==> src/sv/spmcf_pkg.sv <==
// Package: constants, types and FSM state for the strict-priority multi-class FIFO.
`timescale 1ns / 1ps

package spmcf_pkg;

  localparam int CLASSES    = 4;
  localparam int DEPTH      = 16;
  localparam int DATA_WIDTH = 64;

  // Fixed port field widths
  localparam int PORT_CLASS_W = 2;
  localparam int PORT_DATA_W  = 64;
  localparam int PORT_TOTAL_W = 7;

  // Derived internal widths
  localparam int CLS_W  = (CLASSES > 1) ? $clog2(CLASSES) : 1;
  localparam int IDX_W  = (DEPTH > 1) ? $clog2(DEPTH) : 1;
  localparam int CNT_W  = $clog2(DEPTH + 1);
  localparam int TOT_W  = $clog2(CLASSES * DEPTH + 1);
  localparam int ADDR_W = $clog2(CLASSES * DEPTH);

  localparam logic KIND_PUSH = 1'b0;
  localparam logic KIND_POP  = 1'b1;

  typedef enum logic [1:0] {
    ST_IDLE,
    ST_EXEC,
    ST_LOAD
  } state_t;

  typedef struct packed {
    logic accept;
    logic exec;
    logic load;
  } cmd_t;

  typedef struct packed {
    logic out_free;
  } status_t;

endpackage

==> src/sv/spmcf_if.sv <==
// Valid/ready channel interfaces for items and results.
`timescale 1ns / 1ps

interface spmcf_in_if;
  logic                               valid;
  logic                               ready;
  logic                               kind;
  logic [spmcf_pkg::PORT_CLASS_W-1:0] class_id;
  logic [spmcf_pkg::PORT_DATA_W-1:0]  item_data;

  modport source (output valid, kind, class_id, item_data, input ready);
  modport sink   (input valid, kind, class_id, item_data, output ready);
endinterface

interface spmcf_out_if;
  logic                               valid;
  logic                               ready;
  logic                               pop_valid;
  logic [spmcf_pkg::PORT_CLASS_W-1:0] pop_class;
  logic [spmcf_pkg::PORT_DATA_W-1:0]  pop_data;
  logic                               push_full;
  logic [spmcf_pkg::PORT_TOTAL_W-1:0] total_count;

  modport source (output valid, pop_valid, pop_class, pop_data, push_full, total_count,
                  input ready);
  modport sink   (input valid, pop_valid, pop_class, pop_data, push_full, total_count,
                  output ready);
endinterface

==> src/sv/spmcf_ctrl.sv <==
// Controller state machine: accept, execute, load result.
`timescale 1ns / 1ps

module spmcf_ctrl (
  input  logic               clk,
  input  logic               rst_n,
  input  logic               in_valid,
  output logic               in_ready,
  input  spmcf_pkg::status_t status,
  output spmcf_pkg::cmd_t    cmd
);

  spmcf_pkg::state_t state_r;
  spmcf_pkg::state_t state_nxt;

  always_ff @(posedge clk) begin
    if (!rst_n) begin
      state_r <= spmcf_pkg::ST_IDLE;
    end else begin
      state_r <= state_nxt;
    end
  end

  always_comb begin
    state_nxt = state_r;
    case (state_r)
      spmcf_pkg::ST_IDLE: begin
        if (in_valid) state_nxt = spmcf_pkg::ST_EXEC;
      end
      spmcf_pkg::ST_EXEC: begin
        state_nxt = spmcf_pkg::ST_LOAD;
      end
      spmcf_pkg::ST_LOAD: begin
        if (status.out_free) state_nxt = spmcf_pkg::ST_IDLE;
      end
      default: begin
        state_nxt = spmcf_pkg::ST_IDLE;
      end
    endcase
  end

  // no transfer is taken while reset is held
  always_comb begin
    in_ready   = 1'b0;
    cmd.accept = 1'b0;
    cmd.exec   = 1'b0;
    cmd.load   = 1'b0;
    case (state_r)
      spmcf_pkg::ST_IDLE: begin
        in_ready   = rst_n;
        cmd.accept = rst_n && in_valid;
      end
      spmcf_pkg::ST_EXEC: begin
        cmd.exec = 1'b1;
      end
      spmcf_pkg::ST_LOAD: begin
        cmd.load = status.out_free;
      end
      default: begin
        in_ready = 1'b0;
      end
    endcase
  end

endmodule

==> src/sv/spmcf_dpath.sv <==
// Datapath: ring store, per-class indices and counts, result register.
`timescale 1ns / 1ps

module spmcf_dpath (
  input  logic                               clk,
  input  logic                               rst_n,
  input  spmcf_pkg::cmd_t                    cmd,
  output spmcf_pkg::status_t                 status,
  input  logic                               in_kind,
  input  logic [spmcf_pkg::PORT_CLASS_W-1:0] in_class_id,
  input  logic [spmcf_pkg::PORT_DATA_W-1:0]  in_item_data,
  output logic                               out_valid,
  input  logic                               out_ready,
  output logic                               out_pop_valid,
  output logic [spmcf_pkg::PORT_CLASS_W-1:0] out_pop_class,
  output logic [spmcf_pkg::PORT_DATA_W-1:0]  out_pop_data,
  output logic                               out_push_full,
  output logic [spmcf_pkg::PORT_TOTAL_W-1:0] out_total_count
);

  localparam int CLASSES = spmcf_pkg::CLASSES;
  localparam int DEPTH   = spmcf_pkg::DEPTH;
  localparam int DW      = spmcf_pkg::DATA_WIDTH;
  localparam int CLS_W   = spmcf_pkg::CLS_W;
  localparam int IDX_W   = spmcf_pkg::IDX_W;
  localparam int CNT_W   = spmcf_pkg::CNT_W;
  localparam int TOT_W   = spmcf_pkg::TOT_W;
  localparam int ADDR_W  = spmcf_pkg::ADDR_W;

  // Latched item
  logic                               kind_r;
  logic [spmcf_pkg::PORT_CLASS_W-1:0] cls_r;
  logic [DW-1:0]                      data_r;

  // Queue state
  logic [IDX_W-1:0] rd_idx_r [CLASSES];
  logic [IDX_W-1:0] wr_idx_r [CLASSES];
  logic [CNT_W-1:0] cnt_r    [CLASSES];
  logic [TOT_W-1:0] total_r;

  logic [DW-1:0] mem [CLASSES * DEPTH];
  logic [DW-1:0] rdata_r;

  // Result flags from the execute step
  logic             res_valid_r;
  logic [CLS_W-1:0] res_class_r;
  logic             res_full_r;

  // Output register
  logic                               out_valid_r;
  logic                               out_pop_valid_r;
  logic [spmcf_pkg::PORT_CLASS_W-1:0] out_pop_class_r;
  logic [spmcf_pkg::PORT_DATA_W-1:0]  out_pop_data_r;
  logic                               out_push_full_r;
  logic [spmcf_pkg::PORT_TOTAL_W-1:0] out_total_r;

  logic             cls_ok;
  logic [CLS_W-1:0] cls_idx;
  logic             push_ok;
  logic             pop_found;
  logic [CLS_W-1:0] pop_sel;
  logic             do_push;
  logic             do_pop;
  logic [ADDR_W-1:0] waddr;
  logic [ADDR_W-1:0] raddr;

  assign cls_ok  = int'(cls_r) < CLASSES;
  assign cls_idx = CLS_W'(cls_r);
  assign push_ok = cls_ok && (cnt_r[cls_idx] < CNT_W'(DEPTH));

  // Lowest-numbered non-empty class wins
  always_comb begin
    pop_found = 1'b0;
    pop_sel   = '0;
    for (int c = CLASSES - 1; c >= 0; c--) begin
      if (cnt_r[c] != '0) begin
        pop_found = 1'b1;
        pop_sel   = CLS_W'(c);
      end
    end
  end

  assign do_push = cmd.exec && (kind_r == spmcf_pkg::KIND_PUSH) && push_ok;
  assign do_pop  = cmd.exec && (kind_r == spmcf_pkg::KIND_POP) && pop_found;
  assign waddr   = ADDR_W'(int'(cls_idx) * DEPTH + int'(wr_idx_r[cls_idx]));
  assign raddr   = ADDR_W'(int'(pop_sel) * DEPTH + int'(rd_idx_r[pop_sel]));

  assign status.out_free = !out_valid_r || out_ready;

  always_ff @(posedge clk) begin
    if (cmd.accept) begin
      kind_r <= in_kind;
      cls_r  <= in_class_id;
      data_r <= in_item_data[DW-1:0];
    end
  end

  always_ff @(posedge clk) begin
    if (do_push) begin
      mem[waddr] <= data_r;
    end
    if (cmd.exec) begin
      rdata_r <= mem[raddr];
    end
  end

  always_ff @(posedge clk) begin
    if (cmd.exec) begin
      res_valid_r <= (kind_r == spmcf_pkg::KIND_POP) && pop_found;
      res_class_r <= pop_sel;
      res_full_r  <= (kind_r == spmcf_pkg::KIND_PUSH) && !push_ok;
    end
  end

  always_ff @(posedge clk) begin
    if (!rst_n) begin
      for (int c = 0; c < CLASSES; c++) begin
        rd_idx_r[c] <= '0;
        wr_idx_r[c] <= '0;
        cnt_r[c]    <= '0;
      end
      total_r <= '0;
    end else if (do_push) begin
      wr_idx_r[cls_idx] <= (wr_idx_r[cls_idx] == IDX_W'(DEPTH - 1)) ? '0
                           : wr_idx_r[cls_idx] + 1'b1;
      cnt_r[cls_idx]    <= cnt_r[cls_idx] + 1'b1;
      total_r           <= total_r + 1'b1;
    end else if (do_pop) begin
      rd_idx_r[pop_sel] <= (rd_idx_r[pop_sel] == IDX_W'(DEPTH - 1)) ? '0
                           : rd_idx_r[pop_sel] + 1'b1;
      cnt_r[pop_sel]    <= cnt_r[pop_sel] - 1'b1;
      total_r           <= total_r - 1'b1;
    end
  end

  always_ff @(posedge clk) begin
    if (!rst_n) begin
      out_valid_r <= 1'b0;
    end else if (cmd.load) begin
      out_valid_r <= 1'b1;
    end else if (out_ready) begin
      out_valid_r <= 1'b0;
    end
  end

  always_ff @(posedge clk) begin
    if (cmd.load) begin
      out_pop_valid_r <= res_valid_r;
      out_pop_class_r <= res_valid_r ? spmcf_pkg::PORT_CLASS_W'(res_class_r) : '0;
      out_pop_data_r  <= res_valid_r ? spmcf_pkg::PORT_DATA_W'(rdata_r) : '0;
      out_push_full_r <= res_full_r;
      out_total_r     <= spmcf_pkg::PORT_TOTAL_W'(total_r);
    end
  end

  assign out_valid       = out_valid_r;
  assign out_pop_valid   = out_pop_valid_r;
  assign out_pop_class   = out_pop_class_r;
  assign out_pop_data    = out_pop_data_r;
  assign out_push_full   = out_push_full_r;
  assign out_total_count = out_total_r;

endmodule

==> src/sv/strict_priority_multi_class_fifo.sv <==
// Top level: strict-priority multi-class FIFO with valid/ready channels.
//
// in_ch carries one item per transfer: kind 0 pushes item_data into class
// class_id, kind 1 pops the oldest word of the lowest-numbered non-empty
// class. out_ch carries exactly one result per item: pop_valid, pop_class,
// pop_data, push_full and the total occupancy after the item.
// A push into a full or nonexistent class is dropped with push_full set;
// a pop with every class empty returns pop_valid low and zero fields.
// A result passes two registered steps after its input transfer: the
// execute step updates the per-class indices and reads the ring store
// (registered read), then the load step fills the result register.
// A new item is taken only in the idle state, after the load step.
// If out_ch stalls, the block holds one finished result in its output
// register, executes the following item, then waits before loading it.
// Synchronous reset empties every class and drops any pending result;
// in_ready stays low while reset is held; store contents are not cleared.
`timescale 1ns / 1ps

module strict_priority_multi_class_fifo (
  input  logic              clk,
  input  logic              rst_n,
  spmcf_in_if.sink          in_ch,
  spmcf_out_if.source       out_ch
);

  spmcf_pkg::cmd_t    cmd;
  spmcf_pkg::status_t status;

  spmcf_ctrl u_ctrl (
    .clk      (clk),
    .rst_n    (rst_n),
    .in_valid (in_ch.valid),
    .in_ready (in_ch.ready),
    .status   (status),
    .cmd      (cmd)
  );

  spmcf_dpath u_dpath (
    .clk             (clk),
    .rst_n           (rst_n),
    .cmd             (cmd),
    .status          (status),
    .in_kind         (in_ch.kind),
    .in_class_id     (in_ch.class_id),
    .in_item_data    (in_ch.item_data),
    .out_valid       (out_ch.valid),
    .out_ready       (out_ch.ready),
    .out_pop_valid   (out_ch.pop_valid),
    .out_pop_class   (out_ch.pop_class),
    .out_pop_data    (out_ch.pop_data),
    .out_push_full   (out_ch.push_full),
    .out_total_count (out_ch.total_count)
  );

endmodule

==> src/flat_wrapper.sv <==
// flat-port wrapper written by rule: the top's interface ports become plain ports
module strict_priority_multi_class_fifo_flat 
  (clk, rst_n, in_ch_valid, in_ch_kind, in_ch_class_id, in_ch_item_data, in_ch_ready, out_ch_valid, out_ch_pop_valid, out_ch_pop_class, out_ch_pop_data, out_ch_push_full, out_ch_total_count, out_ch_ready);
  spmcf_in_if in_ch_i ();
  spmcf_out_if out_ch_i ();
  input  logic clk;
  input  logic rst_n;
  input wire logic [$bits(in_ch_i.valid)-1:0] in_ch_valid;
  input wire logic [$bits(in_ch_i.kind)-1:0] in_ch_kind;
  input wire logic [$bits(in_ch_i.class_id)-1:0] in_ch_class_id;
  input wire logic [$bits(in_ch_i.item_data)-1:0] in_ch_item_data;
  output wire logic [$bits(in_ch_i.ready)-1:0] in_ch_ready;
  output wire logic [$bits(out_ch_i.valid)-1:0] out_ch_valid;
  output wire logic [$bits(out_ch_i.pop_valid)-1:0] out_ch_pop_valid;
  output wire logic [$bits(out_ch_i.pop_class)-1:0] out_ch_pop_class;
  output wire logic [$bits(out_ch_i.pop_data)-1:0] out_ch_pop_data;
  output wire logic [$bits(out_ch_i.push_full)-1:0] out_ch_push_full;
  output wire logic [$bits(out_ch_i.total_count)-1:0] out_ch_total_count;
  input wire logic [$bits(out_ch_i.ready)-1:0] out_ch_ready;
  assign in_ch_i.valid = in_ch_valid;
  assign in_ch_i.kind = in_ch_kind;
  assign in_ch_i.class_id = in_ch_class_id;
  assign in_ch_i.item_data = in_ch_item_data;
  assign in_ch_ready = in_ch_i.ready;
  assign out_ch_valid = out_ch_i.valid;
  assign out_ch_pop_valid = out_ch_i.pop_valid;
  assign out_ch_pop_class = out_ch_i.pop_class;
  assign out_ch_pop_data = out_ch_i.pop_data;
  assign out_ch_push_full = out_ch_i.push_full;
  assign out_ch_total_count = out_ch_i.total_count;
  assign out_ch_i.ready = out_ch_ready;
  strict_priority_multi_class_fifo u_core (.clk(clk), .rst_n(rst_n), .in_ch(in_ch_i), .out_ch(out_ch_i));
endmodule
==> config.mk <==
export PLATFORM = sky130hd
export DESIGN_NAME = strict_priority_multi_class_fifo_flat
export DESIGN_NICKNAME = d
export VERILOG_FILES = /design/src/sv/spmcf_pkg.sv /design/src/sv/spmcf_if.sv /design/src/sv/spmcf_ctrl.sv /design/src/sv/spmcf_dpath.sv /design/src/sv/strict_priority_multi_class_fifo.sv /design/src/flat_wrapper.sv
export SDC_FILE = /design/constraint.sdc
export NUM_CORES = 2
export LEC_CHECK = 0
export BUFFER_PORTS_ARGS = -buffer_cell sky130_fd_sc_hd__buf_2
export CORE_MARGIN = 10
export CORE_UTILIZATION = 35
export CTS_CLUSTER_DIAMETER = 30
export DETAILED_ROUTE_END_ITERATION = 10
export SYNTH_ARGS = -nofsm -noshare
export SYNTH_HDL_FRONTEND = slang
export SYNTH_MEMORY_MAX_BITS = 65536
export SYNTH_SLANG_ARGS = --single-unit
export TNS_END_PERCENT = 30
==> constraint.sdc <==
create_clock -name clk -period 10 [get_ports clk]
set_input_delay 1 -clock clk [delete_from_list [all_inputs] [get_ports clk]]
set_output_delay 1 -clock clk [all_outputs]
set_load 0.1 [all_outputs]
# After elaboration in Yosys (flattened, before gate mapping)
# Memory sizes are Yosys's and may differ from the RTL's. A register that Yosys moved wholly into a read port is not among the register bits.
# Cells that the tools add are included.
[op_classes]
addsub = 8
magnitude_cmp = 1
n_eq_ne = 6
mux = 44
n_bitwise = 1
reduce_logical = 22
[op_table]
columns = ["operator", "count"]
rows = [
  ["$mux W2", 12],
  ["$mux W1", 23],
  ["$reduce_bool A5 Y1", 4],
  ["$mux W4", 4],
  ["$mux W7", 2],
  ["$add A6 B4 Y6", 2],
  ["$mux W5", 2],
  ["$reduce_or A5 Y1", 2],
  ["$add A4 B1 Y4 const B", 2],
  ["$eq A4 B4 Y1 const B", 2],
  ["$reduce_or A4 Y1", 2],
  ["$add A7 B1 Y7 const B", 1],
  ["$logic_and A1 B1 Y1", 7],
  ["$sub A7 B1 Y7 const B", 1],
  ["$pmux W2 S3", 1],
  ["$add A5 B1 Y5 const B", 1],
  ["$lt A5 B5 Y1 const B", 1],
  ["$sub A5 B1 Y5 const B", 1],
  ["$ne A2 B2 Y1 const B", 2],
  ["$reduce_bool A2 Y1", 2],
  ["$eq A2 B1 Y1 const B", 1],
  ["$eq A2 B2 Y1 const B", 1],
  ["$logic_not A1 Y1", 2],
  ["$logic_not A2 Y1", 1],
  ["other kinds (3)", 3],
]
[word_totals]
register_bits = 156
ramBits = 4148
in_bits = 71
output_inout_bits = 77
elab_cells = 100
n_memories = 4
[mem_list]
columns = ["memory", "depth", "width", "rd", "rd_clocked_by_memory_dff", "wr", "line", "source"]
rows = [
  ["u_core.u_dpath.mem", 64, 64, 1, 1, 1, "spmcf_dpath.sv:41", "logic [DW-1:0] mem [CLASSES * DEPTH];"],
  ["u_core.u_dpath.cnt_r", 4, 5, 6, 1, 4, "spmcf_dpath.sv:38", "logic [CNT_W-1:0] cnt_r [CLASSES];"],
  ["u_core.u_dpath.rd_idx_r", 4, 4, 1, 0, 4, "spmcf_dpath.sv:36", "logic [IDX_W-1:0] rd_idx_r [CLASSES];"],
  ["u_core.u_dpath.wr_idx_r", 4, 4, 1, 1, 4, "spmcf_dpath.sv:37", "logic [IDX_W-1:0] wr_idx_r [CLASSES];"],
]

# Depth between registers and ports, before layout
# An unclocked memory read counts as a cell.
[depth]
word_depth = 13
mapped_depth = 18

# Modules after synthesis
# A second synthesis with hierarchy kept.
[hier_totals]
hier_cells = 12458
area_unflattened_um2 = 168995.8
[modules_own_cells]
columns = ["module", "instances", "cells_each", "area_per_inst_um2", "seq_area_each_um2"]
rows = [
  ["spmcf_dpath", 1, 12448, 168893.2, 131065.7],
  ["spmcf_ctrl", 1, 10, 102.6, 40.0],
]

# Worst setup path before layout
# OpenSTA, ideal clock, no wires.
[synth_timing]
path_kind = "register -> register"
startpoint = "register with a tool-made name"
endpoint = "memory u_core.u_dpath.mem[48][0] in the netlist's numbering (enable)"
setup_ns = 0.487
arrival_ns = 5.184
setup_slack_ns = 4.329
stages_incl_launch_ff = 8
cell_sequence = "dfxtp_1 -> clkbuf_1 -> mux4_2 -> nor3_1 -> clkinv_1 -> nor2_1 -> nand3_1 -> nor2_1"
[synth_lines]
columns = ["element", "line"]
rows = [
  ["to (decl)", "spmcf_dpath.sv:41"],
]

==> metrics.log <==
[metrics] part of the power in the clock network: between 50% and 60%
[metrics] sequential element share of the synthesized area: about three quarters
[metrics] GPL Wtd Cong: 0.801
[metrics] All-Layer GR Usage: 20.0%
[metrics] vertical extent of the die: around 700 µm
[metrics] most common library cell in the layout ignoring fill and taps: sky130_fd_sc_hd__edfxtp_1
[metrics] maximum clock frequency: roughly 0.15 GHz
[metrics] flops & latches, synth: ~4400
[metrics] H-tree depth: 6
[metrics] largest net degree at the start of global routing: ~180
[metrics] number of filler cells placed in the layout: about 43000
[metrics] post-cts hold buffer count: 3
[metrics] row cnt: around 260
[metrics] crit path time final: 6.54 ns
[metrics] area of all sequential standard cells: roughly 0.13 mm²
[metrics] count of routing violations after the opening detailed-route iteration: between 10000 and 15000
[metrics] overall overflow remaining after global route: 0
[metrics] count of synthesis-stage warnings from yosys: 0
[metrics] summed instance area of the synthesized netlist: roughly 0.17 mm²
[metrics] Synthesized Nets: roughly 11000
[metrics] fraction of layout instances using a drive strength above 1: roughly 15%
[metrics] final non-filler cell area: 0.208 mm²
[metrics] count of cells resized by post-cts repair: 0
[metrics] area of the placeable core: 0.487 mm²
[metrics] post-DR vias/cell: ~5.5
[metrics] start of the worst register-to-register path: u_core.u_dpath.cnt_r[2][0]
[metrics] worst r2r dst: u_core.u_dpath.rdata_r[21]
[metrics] clock tree root driver cell: sky130_fd_sc_hd__clkbuf_16
[metrics] CP startpoint kind: flop
[metrics] Detailed Route WL: around 540 mm
[metrics] top library cells by usage in the layout, fill and taps aside: 4358 x sky130_fd_sc_hd__edfxtp_1, 2358 x sky130_fd_sc_hd__nand2_1, 1190 x sky130_fd_sc_hd__mux2i_1
[metrics] Sw Share: about 23%
[metrics] result of the run: finished clean
[metrics] async set-or-reset flop fraction in the synthesized netlist: 0%
[metrics] number of post-CTS setup repair buffers: 0
[metrics] Reg clk slew, reported paths: 0.05 ns
[metrics] final hold slack: 0.0744 ns
[metrics] detailed placement HPWL: ~280 mm
[metrics] sequential power share: 41.3%
[metrics] end of the worst hold path: u_core.u_dpath.data_r[14]
[metrics] Setup violations, final: 0
[metrics] cell leakage power: 73.6 nW
[metrics] placement-stage cell area: approximately 0.18 mm²
[metrics] required time of the worst setup path: 10.96 ns
[metrics] TritonCTS clock tree: built
[metrics] antenna violations before repair: 40
[metrics] total negative slack: 0 ns
[metrics] Sw Pwr: around 11 mW
[metrics] area taken by multi-input logic gates: about 0.038 mm²
[metrics] vias in the first global route: around 100k
[metrics] count of unresolved DRC violations after routing: 0
[metrics] hold_sp: in_ch_item_data[14]
[metrics] input/output buffers: between 100 and 150
[metrics] Worst IR Drop VDD: 0.197 mV
[metrics] depth of the worst register-to-register path: 14
[metrics] Final Hold Viols: 0
[metrics] initial standard-cell utilization of the core: between 30% and 40%
[metrics] nets@finish: between 10000 and 15000
[metrics] start-to-end type of the worst setup path: reg -> reg
[metrics] transition at the pin with the smallest max-transition slack: 1.33 ns
[metrics] wire length of the first global-routing pass: around 760 mm
[metrics] slack of the critical path: about 3.5 ns
[metrics] element type at the critical path end: flop
[metrics] ratio of total power to cell area: 236 mW/mm²
[metrics] width of the die: 719 µm
[metrics] Main synth FF type: sky130_fd_sc_hd__edfxtp_1
[metrics] Avg Inst Size Synth: 15.0 µm²
[metrics] fraction of power consumed by combinational cells: 4.4%
[metrics] number of vias in the routed layout: around 100k
[metrics] maximum number of buffers from clock root to sink: 4
[metrics] internal power of the cells: approximately 38 mW
[metrics] WL per Instance: 28.5 µm
[metrics] Skew-Pair Late Insertion Delay: approximately 1.1 ns
[metrics] setup slack after placement: ~3.5 ns
[metrics] worst setup skew after layout: between 0.1 and 0.15 ns
[metrics] Synth-to-Final Area Change: 21.2%
[metrics] largest fanout on the critical path: around 160
[metrics] TritonCTS Sinks: roughly 4400
[metrics] max-cap violation count: 0
[metrics] Worst EP arrival: ~7.5 ns
[metrics] area enclosed by the die boundary: approximately 0.52 mm²
[metrics] number of distinct standard cells referenced by the synthesized netlist: 74
[metrics] number of iterations in the first detailed-routing pass: 5
[metrics] count of flip-flops with a built-in enable after synthesis: approximately 4400
[metrics] RSZ-0062 raised after global routing: false
[metrics] max-slew violation total from the final report: 0
[metrics] path type of the worst min-delay path: in -> reg
[metrics] setup slack on the worst flop-to-flop path: about 3.5 ns
[metrics] cells after synthesis: about 11000
[metrics] Boundary Pins: about 150
[metrics] antenna-violating nets left: 0
[metrics] worst hold stages: 1
[metrics] clock buffer count from CTS: 770
[metrics] headroom to the max-slew limit: a little over a tenth
[metrics] part of the cycle the worst path needs: between 60% and 70%
==> metal layers <==
| layer | vias to the layer above | GRT usage [%] | wire, µm |
|---|---|---|---|
| met4 | 6 | 8.13 | 23500 |
| met1 | 53500 | 26.3 | 212000 |
| met3 | 1207 | 3.96 | 52100 |
| met2 | 5581 | 32.6 | 256000 |
| li1 | 44600 | - | - |
| met5 | - | 0 | 46 |
==> power by group through the flow <==
stage | sequential (mW) | clock [mW] | combinational, mW
finish | 20.3 | 26.6 | 2.15
global route | 20.2 | 27.7 | 2.30
CTS | 20.3 | 26.8 | 2.14
detailed placement | 20.6 | 0 | 2.13
global placement | 20.6 | 0 | 2.12
floorplan | 20.7 | 0 | 1.28
==> critical path: stages, from the launching register on <==
cell	delay, ns
sky130_fd_sc_hd__edfxtp_1	0.41
sky130_fd_sc_hd__or3_1	0.52
sky130_fd_sc_hd__or2_0	0.44
sky130_fd_sc_hd__o311ai_4	0.35
sky130_fd_sc_hd__buf_4	0.53
sky130_fd_sc_hd__a22oi_2	0.36
sky130_fd_sc_hd__buf_12	0.39
sky130_fd_sc_hd__inv_8	0.64
sky130_fd_sc_hd__buf_12	0.57
sky130_fd_sc_hd__buf_12	0.52
sky130_fd_sc_hd__nand2_1	0.12
sky130_fd_sc_hd__nand3_1	0.10
sky130_fd_sc_hd__a21oi_1	0.14
sky130_fd_sc_hd__nor4_1	0.73
sky130_fd_sc_hd__o211a_1	0.28
==> per-stage QoR <==
step	std cells	power (mW)	util, %
5_1_grt	19100	50.2	42.6
3_3_place_gp	17600	22.7	37.1
4_1_cts	19100	49.2	42.6
6_report	19100	49.0	42.6
3_5_place_dp	17600	22.7	37.1
2_1_floorplan	11400	22.0	-
==> state kept, by name, indices dropped and copies added (netlist names), 2 cells and up, named ones only <==
signal / count
u_core.u_dpath.out_total_count: 7
u_core.u_dpath.cnt_r: 20
u_core.u_dpath.res_class_r: 2
u_core.u_dpath.rdata_r: 64
u_core.u_ctrl.state_r: 2
u_core.u_dpath.out_pop_data: 64
u_core.u_dpath.rd_idx_r: 16
u_core.u_dpath.total_r: 7
u_core.u_dpath.data_r: 64
u_core.u_dpath.mem: 4096
u_core.u_dpath.out_pop_class: 2
u_core.u_dpath.cls_idx: 2
u_core.u_dpath.wr_idx_r: 16
==> logic make-up after synthesis <==
logic type	share of synthesized area (%)
buf+inv	1.94
xor+xnor	0.0665
mux	7.14
flops	76.6
simple gates	10.3
compound gates	3.88
fa+ha+maj	0.0775
==> synth_stat cells, drive strengths merged (2+ instances only) <==
cell type,instances,area [µm²]
or2,3,18.8
nor3,20,120
a2111oi,33,289
o311a,2,20.0
and2,74,463
o211ai,4,30.0
inv,68,255
a2bb2oi,4,35.0
nor3b,2,15.0
nand4,47,294
mux2i,1190,11900
a21oi,365,1830
a21o,6,45.0
o32ai,3,33.8
mux4,12,270
nand2,2363,8870
a31oi,97,607
nor2b,6,37.5
nor2,140,526
buf,386,1940
nor4,127,816
o22ai,169,1060
a311oi,4,35.0
o211a,41,410
or3,3,18.8
mux2,4,45.0
or4,5,45.0
a22oi,25,188
clkbuf,301,1130
and3,126,788
a211oi,88,661
o21a,5,37.5
o2111ai,5,50.0
edfxtp,4358,131000
nand3,1080,5410
a221oi,78,683
dfxtp,12,240
a32oi,41,359
a21boi,2,15.0
xnor2,8,70.1
ha,9,113
nand2b,9,56.3
o21ai,26,134
xor2,5,43.8
and4,18,158
==> area by class of cell <==
class / instances / area share (%)
Tap cell: 6450 / 3.89
Inverter: 69 / 0.136
Clock inverter: 599 / 3.36
Sequential cell: 4370 / 63.2
Clock buffer: 849 / 9.55
Antenna cell: 20 / 0.0241
Timing Repair Buffer: 484 / 1.76
Multi-Input combinational cell: 6263 / 18.1
==> worst max-delay path by stage <==
stage / start / to / cells after the start
6_report: u_core.u_dpath.cnt_r[2][0] / u_core.u_dpath.rdata_r[21] / 14
3_5_place_dp: u_core.u_dpath.cnt_r[1][0] / u_core.u_dpath.rdata_r[32] / 13
4_1_cts: u_core.u_dpath.cnt_r[1][0] / u_core.u_dpath.rdata_r[32] / 13
5_1_grt: u_core.u_dpath.cnt_r[1][0] / u_core.u_dpath.rdata_r[32] / 13
2_1_floorplan: flop / u_core.u_dpath.mem[48][0] / 7
3_3_place_gp: u_core.u_dpath.cnt_r[1][0] / u_core.u_dpath.rdata_r[24] / 13
(Power assumes the default switching activity.)
